`src/design/assert_macros.svh`:
```
`ifndef ASSERT_MACROS_SVH
`define ASSERT_MACROS_SVH

// concurrent check on an explicit clock and active-low reset
`define ASSERT_CLK(lbl, clk, rst_n, prop, msg) \
  lbl: assert property (@(posedge clk) disable iff (!rst_n) prop) else $error(msg);

// concurrent check on the default clk_i / rst_ni pair
`define ASSERT_DEF(lbl, prop, msg) \
  `ASSERT_CLK(lbl, clk_i, rst_ni, prop, msg)

`endif

```
`src/design/swa_pkg.sv`:
```
`timescale 1ns / 1ps

package swa_pkg;

  localparam int BOX_W          = 16;
  localparam int EDGE_W         = 17;
  localparam int LIMIT_W        = 5;
  localparam int MAX_WINDOW_DEF = 32;
  localparam logic [LIMIT_W-1:0] LIMIT_RST = 5'd7;

  typedef struct packed {
    logic [EDGE_W-1:0] bottom;
    logic [EDGE_W-1:0] right;
    logic [BOX_W-1:0]  top;
    logic [BOX_W-1:0]  left;
  } ring_entry_t;

  typedef struct packed {
    logic load;
    logic step;
  } div_ctrl_t;

endpackage

```
`src/design/swa_ring.sv`:
```
`timescale 1ns / 1ps

module swa_ring import swa_pkg::*; #(
  parameter int DEPTH = MAX_WINDOW_DEF,
  localparam int AW   = $clog2(DEPTH)
) (
  input  logic          clk_i,
  input  logic          we_i,
  input  logic [AW-1:0] waddr_i,
  input  ring_entry_t   wdata_i,
  input  logic          re_i,
  input  logic [AW-1:0] raddr_i,
  output ring_entry_t   rdata_o
);

  ring_entry_t mem [DEPTH];
  ring_entry_t rdata_q;

  always_ff @(posedge clk_i) begin
    if (we_i) begin
      mem[waddr_i] <= wdata_i;
    end
  end

  always_ff @(posedge clk_i) begin
    if (re_i) begin
      rdata_q <= mem[raddr_i];
    end
  end

  assign rdata_o = rdata_q;

endmodule

```
`src/design/swa_div.sv`:
```
`timescale 1ns / 1ps

module swa_div import swa_pkg::*; #(
  parameter int SW = EDGE_W + 5,
  parameter int CW = 6
) (
  input  logic          clk_i,
  input  div_ctrl_t     ctrl_i,
  input  logic [SW-1:0] dividend_i,
  input  logic [CW-1:0] divisor_i,
  output logic [SW-1:0] quot_o
);

  logic [CW-1:0] rem_q, rem_d;
  logic [SW-1:0] dq_q, dq_d;
  logic [CW-1:0] dvs_q;
  logic [CW:0]   trial;
  logic [CW:0]   diff;
  logic          ge;

  // one quotient bit per cycle while step is set, restoring
  always_comb begin
    trial = {rem_q, dq_q[SW-1]};
    ge    = trial >= {1'b0, dvs_q};
    diff  = trial - {1'b0, dvs_q};
    rem_d = ge ? diff[CW-1:0] : trial[CW-1:0];
    dq_d  = {dq_q[SW-2:0], ge};
  end

  always_ff @(posedge clk_i) begin
    if (ctrl_i.load) begin
      rem_q <= '0;
      dq_q  <= dividend_i;
      dvs_q <= divisor_i;
    end else if (ctrl_i.step) begin
      rem_q <= rem_d;
      dq_q  <= dq_d;
    end
  end

  assign quot_o = dq_q;

endmodule

```
`src/design/sliding_window_box_averager.sv`:
```
`timescale 1ns / 1ps
// sliding window box averager
// input stream s_axis carries one box per transfer (left, top, width, height);
// output stream m_axis carries one averaged box per input box.
// config: cfg_we_i writes window_limit from cfg_wdata_i; the user must write it
// only while idle, the block itself does not enforce this. the window keeps
// window_limit + 1 boxes (at most MAX_WINDOW) and then replaces the oldest one.
// each box passes through the ring read, the sum update and ring write, the four
// bit-serial dividers (SW = 17 + log2(MAX_WINDOW) quotient bits) and the output
// register load before the next input transfer can be taken.
// the output register parts the two sides: a new box is taken while the last
// result waits; a stalled receiver holds the finished result in the divider
// until the output register frees up, and input stops meanwhile.
// reset empties the window, clears the sums and sets window_limit to 7;
// no clearing pass is needed, the ring is only read where it was written.
module sliding_window_box_averager import swa_pkg::*; #(
  parameter int MAX_WINDOW = MAX_WINDOW_DEF
) (
  input  logic               clk_i,
  input  logic               rst_ni,
  input  logic               cfg_we_i,
  input  logic [LIMIT_W-1:0] cfg_wdata_i,
  input  logic               s_axis_tvalid,
  output logic               s_axis_tready,
  // box_left, box_top, box_width, box_height
  input  logic [63:0]        s_axis_tdata,
  output logic               m_axis_tvalid,
  input  logic               m_axis_tready,
  // avg_left, avg_top, avg_width, avg_height
  output logic [63:0]        m_axis_tdata
);

`include "assert_macros.svh"

  localparam int AW    = $clog2(MAX_WINDOW);
  localparam int CW    = $clog2(MAX_WINDOW + 1);
  localparam int SW    = EDGE_W + AW;
  localparam int LSW   = SW - 1;
  localparam int CMP_W = (CW > LIMIT_W) ? CW : LIMIT_W;
  localparam int DCW   = $clog2(SW + 1);

  typedef enum logic [1:0] {ST_IDLE, ST_UPD, ST_DIV, ST_OUT} state_e;

  state_e             state_q;
  logic [LIMIT_W-1:0] limit_q;
  logic [AW-1:0]      oldest_q;
  logic [CW-1:0]      count_q;
  logic [LSW-1:0]     lsum_q, tsum_q, lsum_d, tsum_d;
  logic [SW-1:0]      rsum_q, bsum_q, rsum_d, bsum_d;
  logic [BOX_W-1:0]   l_q, t_q;
  logic [EDGE_W-1:0]  r_q, b_q;
  logic               replace_q;
  logic [AW-1:0]      waddr_q;
  logic [DCW-1:0]     div_cnt_q;
  logic               m_tvalid_q;
  logic [63:0]        m_tdata_q;

  logic               s_xfer;
  logic               full;
  logic [AW:0]        grow_addr;
  logic [AW-1:0]      waddr_d;
  logic [CW-1:0]      count_d;
  logic [AW-1:0]      oldest_d;
  logic               out_free;
  ring_entry_t        rd_entry;
  ring_entry_t        wr_entry;
  div_ctrl_t          div_ctrl;
  logic [SW-1:0]      ql, qt, qr, qb;
  logic [EDGE_W-1:0]  avg_w, avg_h;

  assign s_axis_tready = (state_q == ST_IDLE);
  assign s_xfer        = s_axis_tvalid & s_axis_tready;
  assign out_free      = !m_tvalid_q || m_axis_tready;

  always_comb begin
    full = (CMP_W'(count_q) > CMP_W'(limit_q)) || (count_q == CW'(MAX_WINDOW));
    grow_addr = {1'b0, oldest_q} + (AW + 1)'(count_q);
    if (grow_addr >= (AW + 1)'(MAX_WINDOW)) begin
      grow_addr = grow_addr - (AW + 1)'(MAX_WINDOW);
    end
    waddr_d = full ? oldest_q : grow_addr[AW-1:0];
  end

  // sum update with the new box and the box that leaves the window
  always_comb begin
    lsum_d   = lsum_q + LSW'(l_q) - (replace_q ? LSW'(rd_entry.left) : '0);
    tsum_d   = tsum_q + LSW'(t_q) - (replace_q ? LSW'(rd_entry.top) : '0);
    rsum_d   = rsum_q + SW'(r_q) - (replace_q ? SW'(rd_entry.right) : '0);
    bsum_d   = bsum_q + SW'(b_q) - (replace_q ? SW'(rd_entry.bottom) : '0);
    count_d  = replace_q ? count_q : count_q + CW'(1);
    oldest_d = oldest_q;
    if (replace_q) begin
      oldest_d = (oldest_q == AW'(MAX_WINDOW - 1)) ? '0 : oldest_q + AW'(1);
    end
    wr_entry.left   = l_q;
    wr_entry.top    = t_q;
    wr_entry.right  = r_q;
    wr_entry.bottom = b_q;
    div_ctrl.load   = (state_q == ST_UPD);
    div_ctrl.step   = (state_q == ST_DIV);
  end

  swa_ring #(.DEPTH(MAX_WINDOW)) u_ring (
    .clk_i   (clk_i),
    .we_i    (state_q == ST_UPD),
    .waddr_i (waddr_q),
    .wdata_i (wr_entry),
    .re_i    (s_xfer),
    .raddr_i (oldest_q),
    .rdata_o (rd_entry)
  );

  swa_div #(.SW(SW), .CW(CW)) u_div_left (
    .clk_i (clk_i), .ctrl_i (div_ctrl), .dividend_i (SW'(lsum_d)),
    .divisor_i (count_d), .quot_o (ql)
  );

  swa_div #(.SW(SW), .CW(CW)) u_div_top (
    .clk_i (clk_i), .ctrl_i (div_ctrl), .dividend_i (SW'(tsum_d)),
    .divisor_i (count_d), .quot_o (qt)
  );

  swa_div #(.SW(SW), .CW(CW)) u_div_right (
    .clk_i (clk_i), .ctrl_i (div_ctrl), .dividend_i (rsum_d),
    .divisor_i (count_d), .quot_o (qr)
  );

  swa_div #(.SW(SW), .CW(CW)) u_div_bottom (
    .clk_i (clk_i), .ctrl_i (div_ctrl), .dividend_i (bsum_d),
    .divisor_i (count_d), .quot_o (qb)
  );

  assign avg_w = qr[EDGE_W-1:0] - ql[EDGE_W-1:0];
  assign avg_h = qb[EDGE_W-1:0] - qt[EDGE_W-1:0];

  // input payload, no reset
  always_ff @(posedge clk_i) begin
    if (s_xfer) begin
      l_q       <= s_axis_tdata[15:0];
      t_q       <= s_axis_tdata[31:16];
      r_q       <= EDGE_W'(s_axis_tdata[15:0]) + EDGE_W'(s_axis_tdata[47:32]);
      b_q       <= EDGE_W'(s_axis_tdata[31:16]) + EDGE_W'(s_axis_tdata[63:48]);
      replace_q <= full;
      waddr_q   <= waddr_d;
    end
  end

  always_ff @(posedge clk_i or negedge rst_ni) begin
    if (!rst_ni) begin
      state_q    <= ST_IDLE;
      limit_q    <= LIMIT_RST;
      oldest_q   <= '0;
      count_q    <= '0;
      lsum_q     <= '0;
      tsum_q     <= '0;
      rsum_q     <= '0;
      bsum_q     <= '0;
      div_cnt_q  <= '0;
      m_tvalid_q <= 1'b0;
      m_tdata_q  <= '0;
    end else begin
      if (cfg_we_i) begin
        limit_q <= cfg_wdata_i;
      end
      if (m_tvalid_q && m_axis_tready && state_q != ST_OUT) begin
        m_tvalid_q <= 1'b0;
      end
      unique case (state_q)
        ST_IDLE: begin
          if (s_xfer) begin
            state_q <= ST_UPD;
          end
        end
        ST_UPD: begin
          lsum_q    <= lsum_d;
          tsum_q    <= tsum_d;
          rsum_q    <= rsum_d;
          bsum_q    <= bsum_d;
          count_q   <= count_d;
          oldest_q  <= oldest_d;
          div_cnt_q <= DCW'(SW);
          state_q   <= ST_DIV;
        end
        ST_DIV: begin
          div_cnt_q <= div_cnt_q - DCW'(1);
          if (div_cnt_q == DCW'(1)) begin
            state_q <= ST_OUT;
          end
        end
        ST_OUT: begin
          if (out_free) begin
            m_tvalid_q <= 1'b1;
            m_tdata_q  <= {avg_h[BOX_W-1:0], avg_w[BOX_W-1:0],
                           qt[BOX_W-1:0], ql[BOX_W-1:0]};
            state_q    <= ST_IDLE;
          end
        end
        default: state_q <= ST_IDLE;
      endcase
    end
  end

  assign m_axis_tvalid = m_tvalid_q;
  assign m_axis_tdata  = m_tdata_q;

  `ASSERT_DEF(a_count_bound, count_q <= CW'(MAX_WINDOW), "box count above window size")
  `ASSERT_DEF(a_div_nonzero, (state_q == ST_DIV) |-> (count_q != '0), "divide by empty window")
  `ASSERT_DEF(a_oldest_range, oldest_q < AW'(MAX_WINDOW - 1) || oldest_q == AW'(MAX_WINDOW - 1), "oldest slot beyond ring")

endmodule

```
`config.mk`:
```
export PLATFORM = sky130hd
export DESIGN_NAME = sliding_window_box_averager
export DESIGN_NICKNAME = d
export VERILOG_FILES = /design/src/design/swa_pkg.sv /design/src/design/swa_ring.sv /design/src/design/swa_div.sv /design/src/design/sliding_window_box_averager.sv
export VERILOG_INCLUDE_DIRS = /design/src /design/src/design
export SDC_FILE = /design/constraint.sdc
export NUM_CORES = 2
export LEC_CHECK = 0
export ABC_AREA = 1
export BUFFER_PORTS_ARGS = -buffer_cell sky130_fd_sc_hd__buf_2
export CAP_MARGIN = 10
export CORE_ASPECT_RATIO = 0.8
export CORE_MARGIN = 8
export CORE_UTILIZATION = 40
export DETAILED_ROUTE_END_ITERATION = 7
export SYNTH_ARGS = -nofsm -noshare
export SYNTH_HDL_FRONTEND = slang
export SYNTH_SLANG_ARGS = --single-unit
```
`constraint.sdc`:
```
create_clock -name clk_i -period 9.7 [get_ports clk_i]
set_clock_uncertainty 0.05 [all_clocks]
set_input_delay 2.425 -clock clk_i [delete_from_list [all_inputs] [get_ports clk_i]]
set_output_delay 2.425 -clock clk_i [all_outputs]
set_load 0.05 [all_outputs]
```
# Word level (Yosys, flattened, before mapping)

Memories as Yosys holds them, arrays and structs flattened. A register that Yosys moved wholly into a read port is not among the register bits.
Cells that the tools add are included.

Output and inout bits: 66
Memories: 1
Bits in registers: 364
Memory bits (writable): 2112
Logic and storage cells: 107
Input bits: 74

Memories:

| name       | words | width | rd ports | clocked after Yosys merged registers in | wr ports | RTL line       | source |
|---|---|---|---|---|---|---|---|
| u_ring.mem | 32    | 66    | 1        | 1                                       | 1        | swa_ring.sv:16 | `ring_entry_t mem [DEPTH];` |

Eq/ne operators: 10
Reduce and logical (&&, ||, !) cells: 10
Add/subtract/negate cells: 21
Multiplexer cells: 30
Magnitude comparators: 6
Bitwise operators: 1

Operators by type and width:

| kind                  | count |
|---|---|
| $mux W22              | 4 |
| $mux W21              | 4 |
| $add A22 B17 Y22      | 2 |
| $sub A22 B17 Y22      | 2 |
| $add A21 B16 Y21      | 2 |
| $sub A21 B16 Y21      | 2 |
| $add A16 B16 Y17      | 2 |
| $mux W17              | 2 |
| $mux W16              | 2 |
| $sub A16 B16 Y16      | 2 |
| $mux W6               | 5 |
| $ge A7 B6 Y1          | 4 |
| $sub A6 B6 Y6         | 4 |
| $mux W5               | 3 |
| $pmux W5 S2           | 1 |
| $sub A5 B1 Y5 const B | 2 |
| $pmux W2 S4           | 1 |
| $add A5 B6 Y6         | 1 |
| $add A6 B1 Y6 const B | 1 |
| $eq A6 B6 Y1 const B  | 1 |
| $ge A6 B6 Y1 const B  | 1 |
| $gt A6 B5 Y1          | 1 |
| $mux W2               | 3 |
| $add A5 B1 Y5 const B | 1 |
| other kinds (15)      | 25 |

# Depth between registers and ports, before layout

Depth after elaboration: 5
Mapped depth: 21
Gate-level depth less buffers: 18

# Modules after synthesis

From an unflattened synthesis, not the netlist that was laid out.

Cell total of the unflattened synthesis: 10730
Area total of the unflattened synthesis: 114309.6 µm²

By module, submodules not included:

| module                      | area each (µm²) | times used | cells an instance |
|---|---|---|---|
| swa_ring                    | 86475.4         | 1          | 6972 |
| sliding_window_box_averager | 20817.5         | 1          | 2958 |
| swa_div                     | 1754.2          | 4          | 200 |

# Worst setup path before layout

No wires, ideal clock.

Path kind: input to register
From: input s_axis_tvalid
To: register b_q[0], enable pin
Setup slack: 3.999 ns
Data required time: 9.160 ns
Cell stages on the path: 2
Buffers on the path: 0
Arrival: 5.160 ns
Setup time: 0.490 ns
Cells stage by stage: nand2_1 inv_1

Cells in the longest elaborated chain, start to end: 1

Ends and longest elaborated chain:

| element              | RTL line                           | source |
|---|---|---|
| start, declared      | sliding_window_box_averager.sv:23  | `input logic s_axis_tvalid,` |
| $and A1 B1 Y1        | sliding_window_box_averager.sv:72  | `assign s_xfer = s_axis_tvalid & s_axis_tready;` |
| net s_xfer           | sliding_window_box_averager.sv:58  | `logic s_xfer;` |
| end signal, assigned | sliding_window_box_averager.sv:142 | `b_q <= EDGE_W'(s_axis_tdata[31:16]) + EDGE_W'(s_axis_tdata[63:48]);` |
| end, declared        | sliding_window_box_averager.sv:51  | `logic [EDGE_W-1:0] r_q, b_q;` |

The timed path passes the listed nets, and every way through them passes these cells.
A chain may end at the register's enable or synchronous reset.

# Final worst setup path

From: register state_q[1]
To: memory u_ring.mem[17][24] (netlist bit), enable pin

Cells in the longest elaborated chain, start to end: 3

Ends and longest elaborated chain:

| element                       | RTL line                           | source |
|---|---|---|
| start, declared               | sliding_window_box_averager.sv:44  | `state_e state_q;` |
| start signal, assigned        | sliding_window_box_averager.sv:150 | `state_q <= ST_IDLE;` |
| start signal, assigned        | sliding_window_box_averager.sv:171 | `state_q <= ST_UPD;` |
| start signal, assigned        | sliding_window_box_averager.sv:182 | `state_q <= ST_DIV;` |
| $eq A2 B1 Y1                  | sliding_window_box_averager.sv:105 | `.we_i (state_q == ST_UPD),` |
| $mux W1                       | swa_ring.sv:20                     | `if (we_i) begin` |
| $mux W1 (not written as such) | swa_ring.sv:21                     | `mem[waddr_i] <= wdata_i;` |
| end, declared                 | swa_ring.sv:16                     |  |

Every way passes these cells.

==> metrics.cfg <==
[status]
status = completed

[detailed_routing]
drt-initial-drc-count = 9055
drt_pass1_iterations = 6
post_drt_wl_per_cell_um = 23.0
drc = 0
detail-route-antenna-nets = 0
vias_per_cell = 5.47
num_vias = 76100
routed_wl_um = 321000

[clocking]
numCtsBuffers = 272
cts_resized = 0
cts_tree = yes
insertion_delay_ps = 870
cts_hold_buf = 0
cts_sinks = 2542
cts_max_path_buffers = 4
htreeDepth = 5
cts_setup_buffers = 0
root_buffer = clkbuf_16
path_clk_slew_ps = 60

[global_routing]
grtUsageTotal_pct = 21.0
grt_antenna_before_repair = 8
grt-ovfl-total = 0
grt_pass1_wl_um = 474000
grt_max_degree = 187
grt_pass1_vias = 72300

[flow_run]
maxCapViolations = 0

[worst_setup_path]
worst-setup-path-type = reg -> reg
path_common_cell = buf_4
cp_top_family = simple AND/OR/NAND/NOR gates
worstPathArrival_ps = 4900
max_stage_delay_ps = 1150
cp-end-kind = flip-flop
cp_max_fo = 33
crit_buf_inv = 3
start_kind = flip-flop
cp.required_ps = 10110
cp_cell_sequence = inv_1 > ha_4 > nand3_1 > nor2_4 > buf_4 > buf_4
slowest_stage = nor2_4

[placed_design]
dp_hpwl_um = 187000
gp_congestion = 0.866
pre_cts_ws_ps = 5010
dp.cells = 13400
numPortBuffers = 139

[pwr]
sw_frac_of_total_pct = 41.9
peakVddDrop_mv = 0.302
seqPwrFrac_pct = 34.1
power_w = 0.0426
internal-power_w = 0.0248
power.switching_w = 0.0179
combPwrFrac_pct = 41.8
p_leak_nw = 45.8
pwr_density_cell_nw_per_um2 = 343
clkPwrFrac_pct = 24.0

[die]
coreArea_um2 = 275000
start_util_pct = 40.3
die_h_um = 487
die_x_um = 604
dieArea_um2 = 294000
rows = 172
num_io_pins = 140

[logic_synthesis]
synth-seq-area-share_pct = 67.9
postSynthCellCount = 9973
synth_area_leaders = edfxtp_1, o21ai_0, nor2_1
ys_warn_count = 0
yosysTopAreaCellShare_pct = 63.5
netlist_area_um2 = 111000
synth_top_area_cell = edfxtp_1
synth_nets = 10300
avgSynthCellArea_um2 = 11.1
synthDistinctLibCells = 40
synth_seq_cells = 2542

[final_layout]
stdcell_count = 13900
syn2layout_area_growth_pct = 12.2
drive_gt1_share_pct = 7.43
fill_cells = 25000
mostFrequentLayoutCells = edfxtp_1, nor2_1, nand2_1
final_core_util_pct = 45.2
num-nets-final = 10400
regArea_um2 = 75200
multi_input_area_um2 = 30800
final_common_cell = edfxtp_1

[sta]
period_minus_slack_ps = 4480
period_share_pct = 46.2
final.setup.tns_ps = 0
worst_pin_slew_ps = 1240
rsz0062_at_grt = false
max_slew_margin_pct = 17.5
slew_viol_final = 0
fmax_mhz = 223
setup_slack_ps = 5220
setup_viol = 0
final_hold_viol_count = 0

[worst_hold_path]
min_path_type = reg -> reg

[synth_stat cells]
library cell,number
a31oi_1,3
a21o_1,4
nand2_1,1530
clkinv_1,5
buf_4,41
buf_1,47
nor2_1,1753
inv_2,2
or2_2,7
dfstp_2,3
o21bai_1,13
o22ai_1,347
dfxtp_1,26
fa_1,75
nand4_1,24
o211ai_1,33
nand3b_1,49
ha_1,191
or2_1,3
and2_1,9
a21boi_0,2
o221ai_1,1
buf_6,15
edfxtp_1,2342
dfrtp_1,171
a21oi_1,195
mux2_2,1
nand3_1,423
o21a_1,4
nor3_1,23
clkbuf_1,293
xnor2_1,24
o21ai_1,79
o31ai_1,2
inv_1,726
buf_2,100
xor2_1,37
buf_8,2
o21ai_0,1367
o2111ai_1,1
[per-stage QoR]
stage               area [um2]  hold WS, ps
finish                  124000          428
detailed placement      115000          418
CTS                     124000          434
global placement        115000          413
floorplan               111000          398
global route            124000          447
[routing by layer]
metal / up-vias / global-route usage (%) / share of wire [%]
met5: - / 0 / 0.0084
met2: 3089 / 33.5 / 46
met1: 37700 / 30.1 / 44
li1: 34800 / - / -
met4: 4 / 6.01 / 2.8
met3: 477 / 3.10 / 7.7
[power groups by stage]
stage / clock network, W / registers (W) / logic [W]
floorplan: 0 / 0.0151 / 0.0116
global placement: 0 / 0.0148 / 0.0174
detailed placement: 0 / 0.0148 / 0.0176
CTS: 0.0104 / 0.0146 / 0.0177
global route: 0.0108 / 0.0146 / 0.0198
finish: 0.0102 / 0.0145 / 0.0178
[kinds of logic after synthesis]
group | count (synthesis) | share of synthesized area (%)
AND/OR/NAND/NOR | 3821 | 13.7
flip-flops | 2542 | 67.9
AO/OA/AOI/OAI | 2051 | 9.80
buffers and inverters | 1231 | 4.55
adder cells (fa/ha/maj) | 266 | 3.51
XOR/XNOR | 61 | 0.483
multiplexers | 1 | 0.0102
[worst paths after layout]
kind | startpoint | endpoint | slack (ps) | depth (start not counted)
min | m_axis_tdata[51]$_DFFE_PN0P_ | m_axis_tdata[51]$_DFFE_PN0P_ | 430 | 2
max reg2reg | state_q[1]$_DFFE_PN0P_ | u_ring.mem[17][24]$_DFFE_PP_ | 5220 | 6
max | state_q[1]$_DFFE_PN0P_ | u_ring.mem[17][24]$_DFFE_PP_ | 5220 | 6
min in group asynchronous | rst_ni | m_axis_tdata[2]$_DFFE_PN0P_ | 1650 | 1
max in group asynchronous | rst_ni | tsum_q[15]$_DFFE_PN0P_ | 6410 | 2
min reg2reg | m_axis_tdata[51]$_DFFE_PN0P_ | m_axis_tdata[51]$_DFFE_PN0P_ | 430 | 2
[registers in the layout, summed over array words and instances, names as in the netlist, 21 cells and up]
signal and count:
rsum_q 22, bsum_q 22, m_axis_tdata 64, u_div_top.quot_o 22
lsum_q 21, tsum_q 21, u_div_bottom.quot_o 22, u_ring.mem 2112
u_ring.rdata_o 66, u_div_left.quot_o 22, u_div_right.quot_o 22
[final cells by class]
class / count / share of cell area, %
Timing Repair Buffer: 316 / 1.80
Antenna cell: 2 / 0.00403
Tap cell: 3654 / 3.68
Inverter: 733 / 2.25
Sequential cell: 2542 / 60.6
Clock inverter: 142 / 1.03
Multi-Input combinational cell: 6200 / 24.8
Clock buffer: 335 / 5.92
[worst register-to-register path: cells and delay by family, from the launching register on]
| kind | cells | cell delay (ps) |
|---|---|---|
| and+or+nand+nor | 2 | 1880 |
| buffers and inverters | 3 | 1280 |
| adders and majority gates | 1 | 450 |
| DFF | 1 | 410 |
(Power assumes the default switching activity.)
